==> src/hdl/sqmm_pkg.sv <==
`default_nettype none
// ----------------------------------------------------------------------------
// sqmm_pkg
// Shared types and constants for the square matrix multiplier.
// ----------------------------------------------------------------------------
package sqmm_pkg;

    localparam int DEF_MAX_N      = 16;
    localparam int DEF_ELEM_WIDTH = 16;

    localparam int IDX_W       = 4;   // row / column index fields
    localparam int SIZE_W      = 5;   // size_in_use register
    localparam int ACC_W       = 40;  // accumulator and result word
    localparam int QUEUE_DEPTH = 2;

    localparam int REG_IDX_W = 1;
    localparam int PADDR_W   = REG_IDX_W + 2;
    localparam int PDATA_W   = 32;

    localparam logic [REG_IDX_W-1:0] REG_SIZE_IN_USE = 1'b0;

    typedef enum logic [0:0] {
        OP_LOAD_B = 1'b0,
        OP_A      = 1'b1
    } op_t;

    typedef struct packed {
        op_t              op;
        logic [IDX_W-1:0] row;
        logic [IDX_W-1:0] col;
    } item_meta_t;

    typedef enum logic [2:0] {
        ST_IDLE,
        ST_MAC,
        ST_DRAIN,
        ST_EMIT_RD,
        ST_EMIT_LD
    } back_state_t;

endpackage
`default_nettype wire

==> src/hdl/sqmm_queue.sv <==
`default_nettype none
// ----------------------------------------------------------------------------
// sqmm_queue
// Short FIFO between the intake front end and the compute back end.
// ----------------------------------------------------------------------------
module sqmm_queue #(
    parameter int DATA_W = 32
) (
    input  logic              aclk,
    input  logic              aresetn,
    input  logic              push,
    input  logic [DATA_W-1:0] din,
    output logic              full,
    output logic              valid,
    output logic [DATA_W-1:0] dout,
    input  logic              pop
);
    import sqmm_pkg::*;

    localparam int PTR_W = (QUEUE_DEPTH > 1) ? $clog2(QUEUE_DEPTH) : 1;
    localparam int CNT_W = $clog2(QUEUE_DEPTH + 1);

    logic [DATA_W-1:0] mem [QUEUE_DEPTH];
    logic [PTR_W-1:0]  wr_ptr_reg, wr_ptr_next;
    logic [PTR_W-1:0]  rd_ptr_reg, rd_ptr_next;
    logic [CNT_W-1:0]  count_reg, count_next;

    always_comb begin
        wr_ptr_next = wr_ptr_reg;
        rd_ptr_next = rd_ptr_reg;
        count_next  = count_reg;
        if (push) begin
            wr_ptr_next = (wr_ptr_reg == PTR_W'(QUEUE_DEPTH - 1)) ? '0 : wr_ptr_reg + PTR_W'(1);
        end
        if (pop) begin
            rd_ptr_next = (rd_ptr_reg == PTR_W'(QUEUE_DEPTH - 1)) ? '0 : rd_ptr_reg + PTR_W'(1);
        end
        if (push && !pop) begin
            count_next = count_reg + CNT_W'(1);
        end else if (pop && !push) begin
            count_next = count_reg - CNT_W'(1);
        end
    end

    always_ff @(posedge aclk) begin
        if (!aresetn) begin
            wr_ptr_reg <= '0;
            rd_ptr_reg <= '0;
            count_reg  <= '0;
        end else begin
            wr_ptr_reg <= wr_ptr_next;
            rd_ptr_reg <= rd_ptr_next;
            count_reg  <= count_next;
        end
    end

    always_ff @(posedge aclk) begin
        if (push) begin
            mem[wr_ptr_reg] <= din;
        end
    end

    assign full  = (count_reg == CNT_W'(QUEUE_DEPTH));
    assign valid = (count_reg != '0);
    assign dout  = mem[rd_ptr_reg];

endmodule
`default_nettype wire

==> config.mk <==
export PLATFORM = sky130hd
export DESIGN_NAME = sqmm_queue
export DESIGN_NICKNAME = d
export VERILOG_FILES = /design/src/hdl/sqmm_pkg.sv /design/src/hdl/sqmm_queue.sv
export SDC_FILE = /design/constraint.sdc
export NUM_CORES = 1
export LEC_CHECK = 0
export BUFFER_PORTS_ARGS = -buffer_cell sky130_fd_sc_hd__buf_2
export CORE_AREA = 2 2 78 80
export CTS_BUF_LIST = sky130_fd_sc_hd__clkbuf_8 sky130_fd_sc_hd__clkbuf_16
export DETAILED_ROUTE_END_ITERATION = 8
export DIE_AREA = 0 0 80 82
export GPL_ROUTABILITY_DRIVEN = 0
export PLACE_DENSITY = 0.7
export SYNTH_ARGS = -nofsm -noshare
export SYNTH_HDL_FRONTEND = slang
export SYNTH_SLANG_ARGS = --single-unit
==> constraint.sdc <==
create_clock -name aclk -period 4.1 [get_ports aclk]
set_clock_uncertainty 0.1 [all_clocks]
set_input_delay 0.82 -clock aclk [delete_from_list [all_inputs] [get_ports aclk]]
set_output_delay 0.82 -clock aclk [all_outputs]
set_load 0.01 [all_outputs]
Word-level counts from Yosys, hierarchy flattened
Memory sizes are Yosys's and may differ from the RTL's. A register that Yosys moved wholly into a read port is not among the register bits.
Index checks and enable logic that the tools add are counted.
{ "totals": {"register_bits": 4, "output_inout_bits": 34, "ram_bits": 64, "n_memories": 1, "inputBits": 36} }
{ "memory_table": {"columns": ["memory", "words", "word_bits", "read_ports", "rd_clocked_by_memory_dff", "wr", "line", "text"], "rows": [
  ["mem", 2, 32, 1, 1, 1, "sqmm_queue.sv:23", "logic [DATA_W-1:0] mem [QUEUE_DEPTH];"]
]} }
{ "classes": {"reduce_logical": 6, "n_eq_ne": 1, "addsub": 4, "muxes": 8} }
{ "ops": {"columns": ["operator", "n"], "rows": [
  ["two-way mux 1 bit", 6],
  ["two-way mux 2 bit", 2],
  ["nonzero test 2 bit", 2],
  ["adder 1 bit, second input constant", 2],
  ["adder 2 x 1 -> 2 bit, second input constant", 1],
  ["== test 2 bit, second input constant", 1],
  ["logical AND 1 bit", 2],
  ["logical NOT 1 bit", 2],
  ["subtractor 2 x 1 -> 2 bit, second input constant", 1]
]} }

Longest topological paths before layout
{ "depth": {"ltp_word": 4, "mapped_depth": 5, "mapped_depth_nobuf": 5} }

Worst setup path after synthesis
No wires, ideal clock.
{ "synth_path": {"path_type": "input to register", "from": "input port push", "to": "memory mem[0][0], enable pin", "arrival_ns": 2.299, "path_stages": 1, "setup_slack_ns": 1.275, "t_required_ns": 3.574, "setup_ns": 0.426, "n_path_buf": 0, "path_cell_list": "nor2b_1"} }
{ "synth_via": {"elab_chain_cells": 2} }
{ "synth_rtl": {"columns": ["element", "line", "text"], "rows": [
  ["start, declared", "sqmm_queue.sv:11", "input logic push,"],
  ["two-way mux 1 bit", "sqmm_queue.sv:58", "if (push) begin"],
  ["two-way mux 1 bit (implied by the code)", "sqmm_queue.sv:59", "mem[wr_ptr_reg] <= din;"],
  ["end, declared", "sqmm_queue.sv:23", null]
]} }
Every way passes these cells.

==> results by group <==
Drt
  • TritonRoute pass-1 iters: 4
  • ANT nets after route: 0
  • Via Count: 1,296
  • Initial detailed-routing violation count: 73
  • Post-Route WL: 4.059 mm
  • Vias per cell: 4.629
  • WL/cell: 14.50 um
  • DRC: 0

Cells and area
  • Nets: 237
  • Final Non-Filler Cells: 280
  • Share of cells above drive strength 1: 56.59%
  • Antenna cells: 0
  • Area of the multi-input gates: 485.5 um2
  • Fillers: 489
  • Storage element area: 2022 um2
  • Layout area overhead: 24.57%
  • Max reg flops: 64

Floorplanning
  • DIE AREA: 6560 um2
  • Chip height: 82 um
  • Core box area: 5746 um2
  • IO Count: 70
  • Die X: 80 um
  • Site Rows: 28
  • Starting Density: 44.05%

Setup path
  • CP max FO: 31
  • Crit path capture type: output port
  • Critical path destination: dout[0]
  • WS Path Type: flip-flop to output port
  • CP Launch Type: flip-flop
  • Worst r2r src: wr_ptr_reg$_SDFFE_PN0P_
  • Required @ worst endpoint: 3.18 ns
  • R2R setup slack: 2.20 ns
  • R2r worst-path depth: 2
  • Worst r2r dst: mem[1][19]$_DFFE_PP_
  • Worst EP arrival: 1.59 ns

Clocking
  • Post-CTS Setup Bufs: 0
  • CTS tree: yes
  • Worst-skew pair later-pin latency: 0.32 ns
  • Post-CTS sizing: 0
  • Sinks on Clock Net: 69
  • H-Tree Depth: 3
  • Clock Root Buffer: clkbuf_8
  • CTS Buf Count: 9
  • Maximum root-to-sink buffer count: 2
  • Worst-path clk slew: 0.07 ns
  • Hold buffer count at CTS: 0

Timing
  • Final Hold Fails: 0
  • RSZ-0062 raised after global routing: false
  • Final period util: 61.17%
  • Final setup fails: 0
  • Fin. max-slew vios: 0
  • Slew headroom: 34.84%
  • Setup_tns: 0 ns
  • Max frequency: 398.7 MHz
  • Tightest Pin Transition: 0.9754 ns
  • Min Tclk post-route: 2.508 ns

Power and ir drop
  • Pleak: 1.222 nW
  • PwrDens: 473.8 nW/um2
  • Worst VDD drop: 0.2798 mV

Place
  • Placed insts: 264
  • DP Wirelength: 2.716 mm
  • # port buffers: 69

Yosys
  • Post-synthesis average cell area: 20.75 um2
  • Post-synth ARST share: 0%
  • Synthesis warning total: 0
  • Synth cell count leaders: edfxtp_1, mux2_2, dfxtp_1
  • Seq/Total Area, Yosys: 79.88%
  • Synth Area in XOR/XNOR: 1.038%
  • Largest family of logic cells by synthesized area: multiplexers
  • Synthesized flop and latch total: 69
  • Simple-Gate Fraction of Synth Area: 2.323%
  • Yosys top cell area share: 75.93%
  • Netlist Area Pre-Place: 2531 um2
  • Syn Nets: 159
  • Top cells by area, synth: edfxtp_1, mux2_2, dfxtp_1, and2_1, buf_4
  • Most common cell in the netlist: edfxtp_1
  • Compound-cell area share of the yosys netlist: 0.7909%
  • Post-synthesis mux area share: 14.24%
  • Primary FF master, synth: edfxtp_1
  • Number of synthesized flops with an enable pin: 64
  • Leading area contributor after synthesis: edfxtp_1
  • Post-Syn Instances: 122
  • Post-synthesis adder-cell area fraction: 0.4943%
  • Cell variety after synth: 18

GRT
  • Vias in the first global route: 1,271
  • First-pass GRT wire length: 5.982 mm
  • Largest net degree at the start of global routing: 34
  • Total track usage: 13.04%
  • Grt total ovfl: 0
  • Initial antenna violation count: 0

Outcome
  • Status: completed

Worst hold path
  • Hold Crit Class: flip-flop to flip-flop

Job
  • Maxcap violations: 0
per-layer routing:
metal	share of wire, %	global-route usage (%)	wire length [um]	vias up
li1	-	-	-	628
met1	41	14.92	1678	632
met2	53	21.08	2136	34
met3	5.5	4.835	223	2
met4	0.52	7.627	21	0
met5	0	0	0	-
critical path: stages (launching register included):
cell and delay [ns]:
dfxtp_1 0.34, buf_4 0.39, mux2_2 0.40, buf_2 0.14
cells by family after synthesis:
family | count (synthesis)
adder cells (fa/ha/maj) | 1
XOR/XNOR | 3
AND/OR/NAND/NOR | 9
multiplexers | 32
flip-flops | 69
buffers and inverters | 5
AO/OA/AOI/OAI | 3
final cells by class:
class / instances / share of cell area, %
multi-input combinational: 48 / 15.40
inverter: 1 / 0.1190
tap: 75 / 2.976
timing repair buffer: 71 / 11.43
sequential: 69 / 64.13
clock buffer: 10 / 4.365
clock inverter: 6 / 1.587
power breakdown:
| group | switching [mW] | leakage (nW) | internal [mW] | total [mW] |
|---|---|---|---|---|
| Combinational | 0.0814 | 0.469 | 0.0798 | 0.161 |
| Clock | 0.222 | 0.111 | 0.288 | 0.510 |
| Sequential | 0.0107 | 0.642 | 0.812 | 0.823 |
cell usage in the layout, fill, tap and decap left out, drive strengths merged:
cell type	instances
a21boi	1
and2	4
and2b	1
buf	71
bufinv	1
clkbuf	10
clkinv	1
dfxtp	5
edfxtp	64
ha	1
inv	5
mux2	32
nor2b	2
o21a	1
o21ai	1
or2	1
or3	1
xnor2	1
xor2	2
worst min-delay path by stage:
stage | startpoint | endpoint | slack [ns] | cells after the start
after floorplan | count_reg[1]$_SDFFE_PN0P_ | count_reg[1]$_SDFFE_PN0P_ | 0.36 | 2
after global placement | count_reg[1]$_SDFFE_PN0P_ | count_reg[1]$_SDFFE_PN0P_ | 0.38 | 2
after detailed placement | count_reg[1]$_SDFFE_PN0P_ | count_reg[1]$_SDFFE_PN0P_ | 0.39 | 2
after CTS | count_reg[1]$_SDFFE_PN0P_ | count_reg[1]$_SDFFE_PN0P_ | 0.40 | 2
after global routing | count_reg[1]$_SDFFE_PN0P_ | count_reg[1]$_SDFFE_PN0P_ | 0.47 | 2
final | count_reg[1]$_SDFFE_PN0P_ | count_reg[1]$_SDFFE_PN0P_ | 0.41 | 2
per-stage QoR:
stage	hold WS [ns]	worst slack, ns	instance area [um2]	total power, mW	util [%]
2_1_floorplan	0.3612	1.275	2531	0.9334	-
3_3_place_gp	0.3816	1.647	2965	0.9986	51.61
3_5_place_dp	0.3949	1.626	2965	1.002	51.61
4_1_cts	0.4049	1.558	3153	1.510	54.88
5_1_grt	0.4666	1.473	3153	1.548	54.88
6_report	0.4067	1.592	3153	1.494	54.88
Note: power is estimated with default switching activity, not from simulation.
