`config.mk`:
```
export PLATFORM = sky130hd
export DESIGN_NAME = sqmm_front
export DESIGN_NICKNAME = d
export VERILOG_FILES = /design/src/hdl/sqmm_pkg.sv /design/src/hdl/sqmm_front.sv
export SDC_FILE = /design/constraint.sdc
export NUM_CORES = 1
export LEC_CHECK = 0
export BUFFER_PORTS_ARGS = -buffer_cell sky130_fd_sc_hd__buf_2
export CAP_MARGIN = 20
export CELL_PAD_IN_SITES_DETAIL_PLACEMENT = 0
export CELL_PAD_IN_SITES_GLOBAL_PLACEMENT = 2
export CORE_MARGIN = 2
export CORE_UTILIZATION = 12
export DETAILED_ROUTE_END_ITERATION = 10
export PLACE_DENSITY_LB_ADDON = 0.1
export SLEW_MARGIN = 10
export SYNTH_ARGS = -nofsm -noshare
export SYNTH_HDL_FRONTEND = slang
export SYNTH_SLANG_ARGS = --single-unit
```
`constraint.sdc`:
```
create_clock -name aclk -period 1.9 [get_ports aclk]
set_input_delay 0.19 -clock aclk [delete_from_list [all_inputs] [get_ports aclk]]
set_output_delay 0.19 -clock aclk [all_outputs]
set_load 0.1 [all_outputs]
```
`src/hdl/sqmm_pkg.sv`:
```
`default_nettype none
// ----------------------------------------------------------------------------
// sqmm_pkg
// Shared types and constants for the square matrix multiplier.
// ----------------------------------------------------------------------------
package sqmm_pkg;

    localparam int DEF_MAX_N      = 16;
    localparam int DEF_ELEM_WIDTH = 16;

    localparam int IDX_W       = 4;   // row / column index fields
    localparam int SIZE_W      = 5;   // size_in_use register
    localparam int ACC_W       = 40;  // accumulator and result word
    localparam int QUEUE_DEPTH = 2;

    localparam int REG_IDX_W = 1;
    localparam int PADDR_W   = REG_IDX_W + 2;
    localparam int PDATA_W   = 32;

    localparam logic [REG_IDX_W-1:0] REG_SIZE_IN_USE = 1'b0;

    typedef enum logic [0:0] {
        OP_LOAD_B = 1'b0,
        OP_A      = 1'b1
    } op_t;

    typedef struct packed {
        op_t              op;
        logic [IDX_W-1:0] row;
        logic [IDX_W-1:0] col;
    } item_meta_t;

    typedef enum logic [2:0] {
        ST_IDLE,
        ST_MAC,
        ST_DRAIN,
        ST_EMIT_RD,
        ST_EMIT_LD
    } back_state_t;

endpackage
`default_nettype wire

```
`src/hdl/sqmm_front.sv`:
```
`default_nettype none
// ----------------------------------------------------------------------------
// sqmm_front
// Config register, input intake and range filtering ahead of the queue.
// ----------------------------------------------------------------------------
module sqmm_front #(
    parameter int MAX_N      = sqmm_pkg::DEF_MAX_N,
    parameter int ELEM_WIDTH = sqmm_pkg::DEF_ELEM_WIDTH
) (
    input  logic                           aclk,
    input  logic                           aresetn,
    // APB config
    input  logic                           psel,
    input  logic                           penable,
    input  logic                           pwrite,
    input  logic [sqmm_pkg::PADDR_W-1:0]   paddr,
    input  logic [sqmm_pkg::PDATA_W-1:0]   pwdata,
    output logic [sqmm_pkg::PDATA_W-1:0]   prdata,
    output logic                           pready,
    // input words
    input  logic                           s_valid,
    output logic                           s_ready,
    input  logic                           s_op,
    input  logic [sqmm_pkg::IDX_W-1:0]     s_row,
    input  logic [sqmm_pkg::IDX_W-1:0]     s_col,
    input  logic signed [ELEM_WIDTH-1:0]   s_value,
    // to queue
    output logic                           q_push,
    output sqmm_pkg::item_meta_t           q_meta,
    output logic [ELEM_WIDTH-1:0]          q_value,
    input  logic                           q_full,
    // effective matrix size
    output logic [$clog2(MAX_N+1)-1:0]     n_size
);
    import sqmm_pkg::*;

    localparam int NW = $clog2(MAX_N + 1);
    localparam int CW = (NW > IDX_W) ? NW : IDX_W;
    // reset value clamped to what the register can hold
    localparam logic [SIZE_W-1:0] SIZE_RST =
        (MAX_N >= (1 << SIZE_W)) ? {SIZE_W{1'b1}} : SIZE_W'(MAX_N);

    logic [SIZE_W-1:0]    size_reg;
    logic [REG_IDX_W-1:0] reg_idx;
    logic                 wr_en;
    logic                 in_range;

    assign reg_idx = paddr[PADDR_W-1:2];
    assign wr_en   = psel && penable && pwrite;
    assign pready  = 1'b1;

    always_ff @(posedge aclk) begin
        if (!aresetn) begin
            size_reg <= SIZE_RST;
        end else if (wr_en && (reg_idx == REG_SIZE_IN_USE)) begin
            size_reg <= pwdata[SIZE_W-1:0];
        end
    end

    always_comb begin
        prdata = '0;
        if (reg_idx == REG_SIZE_IN_USE) begin
            prdata = PDATA_W'(size_reg);
        end
    end

    always_comb begin
        if (size_reg == '0) begin
            n_size = NW'(1);
        end else if (int'(size_reg) > MAX_N) begin
            n_size = NW'(MAX_N);
        end else begin
            n_size = NW'(size_reg);
        end
    end

    // out-of-range words are taken and dropped
    assign in_range = (CW'(s_row) < CW'(n_size)) && (CW'(s_col) < CW'(n_size));
    assign s_ready  = !q_full;
    assign q_push   = s_valid && s_ready && in_range;

    assign q_meta.op  = op_t'(s_op);
    assign q_meta.row = s_row;
    assign q_meta.col = s_col;
    assign q_value    = s_value;

endmodule
`default_nettype wire

```
# After elaboration in Yosys (flattened, before gate mapping)
# Index checks and enable logic that the tools add are counted.
# word_totals
register_bits	5
output_inout_bits	65
word_cells	16
# classes
order_cmp	3
n_mux	3
bitwise_logic	1
reduce_logical	8
# ops
operator	count
$mux W5	3
$lt A4 B5 Y1	2
$logic_and A1 B1 Y1	6
$gt A5 B5 Y1 const B	1
$logic_not A5 Y1	1
$logic_not A1 Y1	1
$not A1 Y1	1

# Logic depth before layout (Yosys ltp)
# Gate-level depths: netlist of the first run.
# depth
depth_word	6
mapped_depth	7

# Worst setup path before layout of the first run
# Ideal clock, no wire load.
# synth_path
path_type	register -> output
start	reg size_reg[4]
end	out q_push
arrival_ns	2.657
slack_ns	-0.947
path_stages_with_launch	8
path_buffers	1
path_cell_list	dfxtp_1 -> buf_4 -> nand2b_1 -> ha_1 -> and4b_1 -> a22oi_1 -> o2111ai_1 -> nor2_1
# synth_between
elab_chain_cells	6
# synth_rtl
item	line	source
start, declared	sqmm_front.sv:43	logic [SIZE_W-1:0] size_reg;
start signal, assigned	sqmm_front.sv:56	size_reg <= pwdata[SIZE_W-1:0];
$gt A5 B5 Y1	sqmm_front.sv:70	end else if (int'(size_reg) > MAX_N) begin
$mux W5	sqmm_front.sv:70	
$mux W5 (*)	sqmm_front.sv:68	if (size_reg == '0) begin
$lt A4 B5 Y1	sqmm_front.sv:78	assign in_range = (CW'(s_row) < CW'(n_size)) && (CW'(s_col) < CW'(n_size));
$logic_and A1 B1 Y1 (*)	sqmm_front.sv:78	
$logic_and A1 B1 Y1 (*)	sqmm_front.sv:80	assign q_push = s_valid && s_ready && in_range;
end, declared	sqmm_front.sv:28	output logic q_push,
# Every way passes the cells marked *; elsewhere a longest branch is shown, timed or not.

# Worst setup path in the final report of the first run
# Same ends and word-level chain as after synthesis.

==> results of run 1 <==
==> where the power goes <==
part / switching, mW / total [mW] / internal, mW
sequential: 0.00262 / 0.109 / 0.107
combinational: 0.389 / 0.448 / 0.0589
clock: 0.0502 / 0.194 / 0.144
==> metrics by stage <==
step	instances	instance area [sq um]	worst slack (ns)	total power, mW	utilization
6_report	230	1149	-0.1041	0.7513	0.1681
5_1_grt	230	1149	-0.1993	0.7866	0.1681
4_1_cts	230	1149	-0.1383	0.7600	0.1681
3_5_place_dp	224	1037	-0.1040	0.5547	0.1518
3_3_place_gp	224	1037	-0.1020	0.5543	0.1518
2_1_floorplan	134	1032	-0.1971	0.7187	-
==> Yosys cell counts (2+ instances only) <==
master,number
buf_4,54
nor2b_1,8
ha_1,6
dfxtp_1,5
inv_1,5
mux2i_1,5
nand2b_1,4
nor2_1,4
nand2_1,3
a21o_1,2
and4b_1,2
conb_1,2
==> area by class of cell <==
cell class                      instances  area share
Clock buffer                            4     0.03922
Sequential cell                         5     0.09041
Timing Repair Buffer                   51      0.2723
Multi-Input combinational cell         69      0.4771
Inverter                                5     0.01634
Tap cell                               96      0.1046
==> worst paths after layout <==
path,depth (start not counted),slack [ns],end
worst max-delay path,7,-0.10,q_push
worst max register to register,3,1.12,size_reg[2]$_SDFFE_PN0P_
worst min register to register,2,0.58,size_reg[0]$_SDFFE_PN0P_
worst min-delay path,2,0.18,size_reg[4]$_SDFFE_PN1P_
==> per-layer routing <==
metal / track usage / share of wire
met1: 0.06103 / 0.41
met2: 0.09364 / 0.50
met4: 0.01515 / 0.0023
met5: 0 / 0
met3: 0.02239 / 0.091
==> timing repair <==
action	in CTS	in global routing
pin swaps	6	0
buffers inserted	2	0
resized for setup	7	0
endpoints found under the setup margin	1	1
==> logic make-up (layout without fill, tap and decap cells) <==
kind of cell,count (synthesis),in the layout,synth area share
buffers and inverters,60,60,0.5022
AOI/OAI and AO/OA,6,6,0.05287
DFF,5,5,0.1175
adders and majority gates,6,6,0.08810
other,2,28,0.008814
muxes,5,5,0.05874
and+or+nand+nor,24,24,0.1718
==> worst register-to-register path, cell delays in order, from the launching register on <==
cell	delay, ns
dfxtp_1	0.33
buf_4	0.15
mux2i_1	0.13
nor2b_1	0.06
==> out/results.ini, run 1 <==
[flow_run]
maxCapViolCount = 0

[min_path]
min_from = aresetn
min_path_type = primary input to register

[place]
hpwl_mm = 1.941
portBuffers = 40
place_congestion = 0.6296

[global_routing]
grt_pass1_vias = 629
grt_pass1_wl_mm = 3.139
grt_max_degree = 7
grt_usage = 0.05403
grt_overflow_total = 0
antenna_found_initial = 0

[logic_synthesis]
synth.cell_area_sq_um = 852.1
avgSynthCellArea_sq_um = 7.890
synth.distinct_cells = 20
yosysWarningCount = 0
synth_seq_cells = 5
synth_edf_count = 0
synth_area_leaders = buf_4 (48%), dfxtp_1 (12%), ha_1 (8.8%)
yosysTopAreaCellShare = 0.4758
yosysSeqAreaShare = 0.1175
synth_area_leader_cell = buf_4
synthCells = 108
synthArstFlopShare = 0
synth-main-ff-cell = dfxtp_1

[clock_network]
insertion_delay_ns = 0.22
clock_tree.root_cell = clkbuf_8
cts_tree = done
cts_num_sinks = 5
cts_buffers = 3
postCtsHoldBufs = 0
cts-htree-levels = 1
clk_pin_slew_ns = 0.04
cts_buffer_depth = 2

[worst_setup_path]
worstSetupStartpointType = register
cp_slowest_stage_delay_ns = 0.35
cp.required_ns = 1.71
endpoint_kind = output pin
critPathSlowestCell = dfxtp_4
worst-setup-path-type = register to output pin
worst_ep_arrival_time_ns = 1.81
cp_top_family = simple AND/OR/NAND/NOR gates
worstPathCellList = nand2b_4, ha_4, and4b_1, a22oi_2, o2111ai_2, nor2_4, buf_12
cp_max_fo = 5
worst-path-buf-inv = 1
reg2reg_from = size_reg[2]$_SDFFE_PN0P_
crit_start = size_reg[4]$_SDFFE_PN1P_

[final_layout]
syn_to_final_growth_pct = 34.80
final_common_cell = buf_2
final_nets = 208
final-seq-area_sq_um = 103.9
fillers = 801
multi_input_area_sq_um = 548.0
layout_common_cells = buf_2 (38), conb_1 (28), buf_4 (11), nor2b_1 (7), ha_4 (6)
largest_register_ffs = 5
drive_above_1_share = 0.5299
diodes = 0

[timing]
whs_ns = 0.1778
fin_crit_ns = 2.004
maxSlewViolCount = 0
fmax_mhz = 499.0
hold_viol = 0
setup_ws_ns = -0.1041
rsz0062_at_grt = yes
setup_viol = 1
clock_skew_ns = 0
fin_crit_sh = 1.055
finalSetupTns_ns = -0.1041

[routing]
drtIter0Drc = 1
drt_wl_total_mm = 2.155
viasPerCell = 2.830
wl_per_cell_um = 9.370
drc_errors = 0
via_count = 651
postRouteAntennaNets = 0
drt_first_pass_iters = 4

[floorplan]
dieWidth_um = 88.27
coreArea_sq_mm = 0.006832
die_h_um = 88.27
dieArea_sq_mm = 0.007791
ios = 132
rows = 30
initial_core_util = 0.1247

[outcome]
status = finished with violations
failed_checks = setup timing

[power_and_ir_drop]
power_density_mw_per_mm2 = 654.1
max-vdd-ir-drop_mv = 0.2403
p_leak_nw = 0.6173

Power figures use the tool's default switching activity.
==> run 2: changes to the inputs <==
--- a/config.mk
+++ b/config.mk
@@ -5,12 +5,13 @@
 export SDC_FILE = /design/constraint.sdc
 export NUM_CORES = 1
 export LEC_CHECK = 0
+export ABC_AREA = 1
 export BUFFER_PORTS_ARGS = -buffer_cell sky130_fd_sc_hd__buf_2
 export CAP_MARGIN = 20
 export CELL_PAD_IN_SITES_DETAIL_PLACEMENT = 0
 export CELL_PAD_IN_SITES_GLOBAL_PLACEMENT = 2
 export CORE_MARGIN = 2
-export CORE_UTILIZATION = 12
+export CORE_UTILIZATION = 11
 export DETAILED_ROUTE_END_ITERATION = 10
 export PLACE_DENSITY_LB_ADDON = 0.1
 export SLEW_MARGIN = 10
==> run 2 against run 1 <==
  * The flow still finishes with violations (setup timing)
  * Fmax decreased by 3.4%
  * Sequential cell count unchanged
  * Register-to-register slack got worse by 0.10 ns
  * First-iteration DRC count increased to 9.0 times the previous value
  * Global-route usage decreased by 0.48 points
  * Design area decreased by 7.0%
  * Critical endpoint unchanged
  * Largest cell class unchanged
  * Largest power group unchanged
==> out/results.ini, run 2 <==
[clock_network]
insertion_delay_ns = 0.21
cts-htree-levels = 1
clock_tree.root_cell = clkbuf_8
cts_tree = done
cts_buffer_depth = 2
clk_pin_slew_ns = 0.04
cts_buffers = 3
cts_num_sinks = 5

[routing]
via_count = 714
drt_wl_total_mm = 2.200
wl_per_cell_um = 8.661
drt_first_pass_iters = 4
viasPerCell = 2.811
drc_errors = 0
postRouteAntennaNets = 0
drtIter0Drc = 9

[logic_synthesis]
synth_seq_cells = 5
avgSynthCellArea_sq_um = 6.571
synth_area_leaders = buf_4 (46%), dfxtp_1 (12%), ha_1 (8.7%)
synthCells = 131
yosysTopAreaCellShare = 0.4622
yosysMostFrequentCell = buf_4
synth-xor-area-share = 0
synth_top_family_by_area = buffers and inverters
synth-simple-area-share = 0.1948
yosysWarningCount = 0
synth.distinct_cells = 17
synth_area_leader_cell = buf_4
synth-compound-area-share = 0.06105
synth_common_cells = buf_4 (53), nand2_1 (15), nor2_1 (15)
synthAdderAreaFrac = 0.08721
synthArstFlopShare = 0
yosysSeqAreaShare = 0.1163
synthMuxAreaShare = 0
synth-main-ff-cell = dfxtp_1
synth.cell_area_sq_um = 860.8
synth_edf_count = 0

[floorplan]
die_h_um = 92.46
initial_core_util = 0.1126
coreArea_sq_mm = 0.007647
ios = 132
dieArea_sq_mm = 0.008549
dieWidth_um = 92.46
rows = 32

[global_routing]
grt_pass1_wl_mm = 3.236
grt_overflow_total = 0
grt_max_degree = 11
grt_usage = 0.04926
grt_pass1_vias = 669
antenna_found_initial = 0

[timing]
setup_viol = 1
maxSlewViolCount = 0
whs_ns = 0.2099
rsz0062_at_grt = yes
fin_crit_ns = 2.076
finalSetupTns_ns = -0.1757
clock_skew_ns = 0
setup_ws_ns = -0.1757
fmax_mhz = 481.8
fin_crit_sh = 1.092
hold_viol = 0

[place]
dpl-instance-area_sq_um = 982.2
portBuffers = 40
hpwl_mm = 1.977
pre_cts_slack_ns = -0.07501
place_congestion = 0.6480

[min_path]
min_path_type = primary input to register

[flow_run]
maxCapViolCount = 0

[final_layout]
largest_register_ffs = 5
syn_to_final_growth_pct = 24.13
final_common_cell = buf_2
layout_common_cells = buf_2 (39), conb_1 (28), nand2_1 (14), nor2_1 (10), inv_1 (9)
drive_above_1_share = 0.4408
final_area_sq_mm = 0.001069
final_nets = 226
diodes = 0

[power_and_ir_drop]
pwr-share-comb = 0.622
power_frac_seq = 0.139
max-vdd-ir-drop_mv = 0.1688
p_leak_nw = 0.5223
switching_power_uw = 482.7
power_density_mw_per_mm2 = 749.7
clockPowerShare = 0.238
total_power_uw = 801.0
p_int_uw = 318.3
p_sw_frac = 0.6026

[worst_setup_path]
cp.required_ns = 1.71
worst_ep_arrival_time_ns = 1.89
cp_max_fo = 3
endpoint_kind = output pin
worst-setup-path-type = register to output pin
worstSetupStartpointType = register

[outcome]
failed_checks = setup timing
status = finished with violations

[run 2: repair_timing]
| item | 4_1_cts | 5_1_grt |
|---|---|---|
| setup buffers | 1 | 0 |
| endpoints found under the setup margin | 1 | 1 |
| hold endpoints to repair | 0 | 0 |
| hold buffers | 0 | 0 |
| pin swaps | 7 | 1 |
| gates resized for setup | 2 | 5 |
[run 2: path summary, 6_finish.rpt]
path                               to  depth (start not counted)                startpoint  slack [ns]
max reg2reg  size_reg[4]$_SDFFE_PN1P_                          3  size_reg[4]$_SDFFE_PN1P_        1.02
min reg2reg  size_reg[0]$_SDFFE_PN0P_                          2  size_reg[0]$_SDFFE_PN0P_        0.57
min          size_reg[4]$_SDFFE_PN1P_                          3                 pwdata[4]        0.21
max                            q_push                         15  size_reg[0]$_SDFFE_PN0P_       -0.18
[run 2: cell families (layout without fill, tap and decap cells)]
| logic type | Yosys count | after routing |
|---|---|---|
| buffers and inverters | 69 | 64 |
| and+or+nand+nor | 39 | 39 |
| AOI/OAI and AO/OA | 10 | 10 |
| adders and majority gates | 6 | 6 |
| DFF | 5 | 5 |
| other | 2 | 28 |
[run 2: final cells by class]
type / instances / area (sq um)
Inverter: 15 / 56.30
Timing Repair Buffer: 45 / 252.7
Fill cell: 911 / 6579
Tap cell: 102 / 127.6
Clock buffer: 4 / 45.04
Sequential cell: 5 / 101.3
Multi-Input combinational cell: 83 / 485.5
[run 2: power groups by stage]
stage          Clock (mW)  Combinational, mW  Sequential, mW
3_3_place_gp            0              0.494           0.113
5_1_grt             0.202              0.521           0.112
3_5_place_dp            0              0.493           0.113
2_1_floorplan           0              0.648           0.113
4_1_cts             0.196              0.496           0.111
6_report            0.191              0.498           0.112
[run 2: stage by stage]
stage / util / instances
2_1_floorplan: - / 157
3_3_place_gp: 0.1284 / 249
3_5_place_dp: 0.1284 / 249
4_1_cts: 0.1369 / 254
5_1_grt: 0.1397 / 254
6_report: 0.1397 / 254
[run 2: metal layers]
layer | global-route usage | up-vias | wire, um
li1 | - | 364 | -
met1 | 0.06490 | 288 | 995
met5 | 0 | - | 0
met4 | 0.02363 | 0 | 38
met2 | 0.07178 | 54 | 893
met3 | 0.01627 | 8 | 272
[run 2: critical path, cell delays in order, from the launching register on]
cell     delay [ns]
dfxtp_2        0.31
nor2_2         0.09
nand2_1        0.07
nand2_1        0.07
inv_2          0.06
nor2_4         0.09
inv_2          0.07
ha_4           0.22
nand2_1        0.05
nand2_1        0.05
nand2_1        0.05
nand2_1        0.07
nor2_2         0.11
nand2_2        0.08
nor2_4         0.10
buf_12         0.18
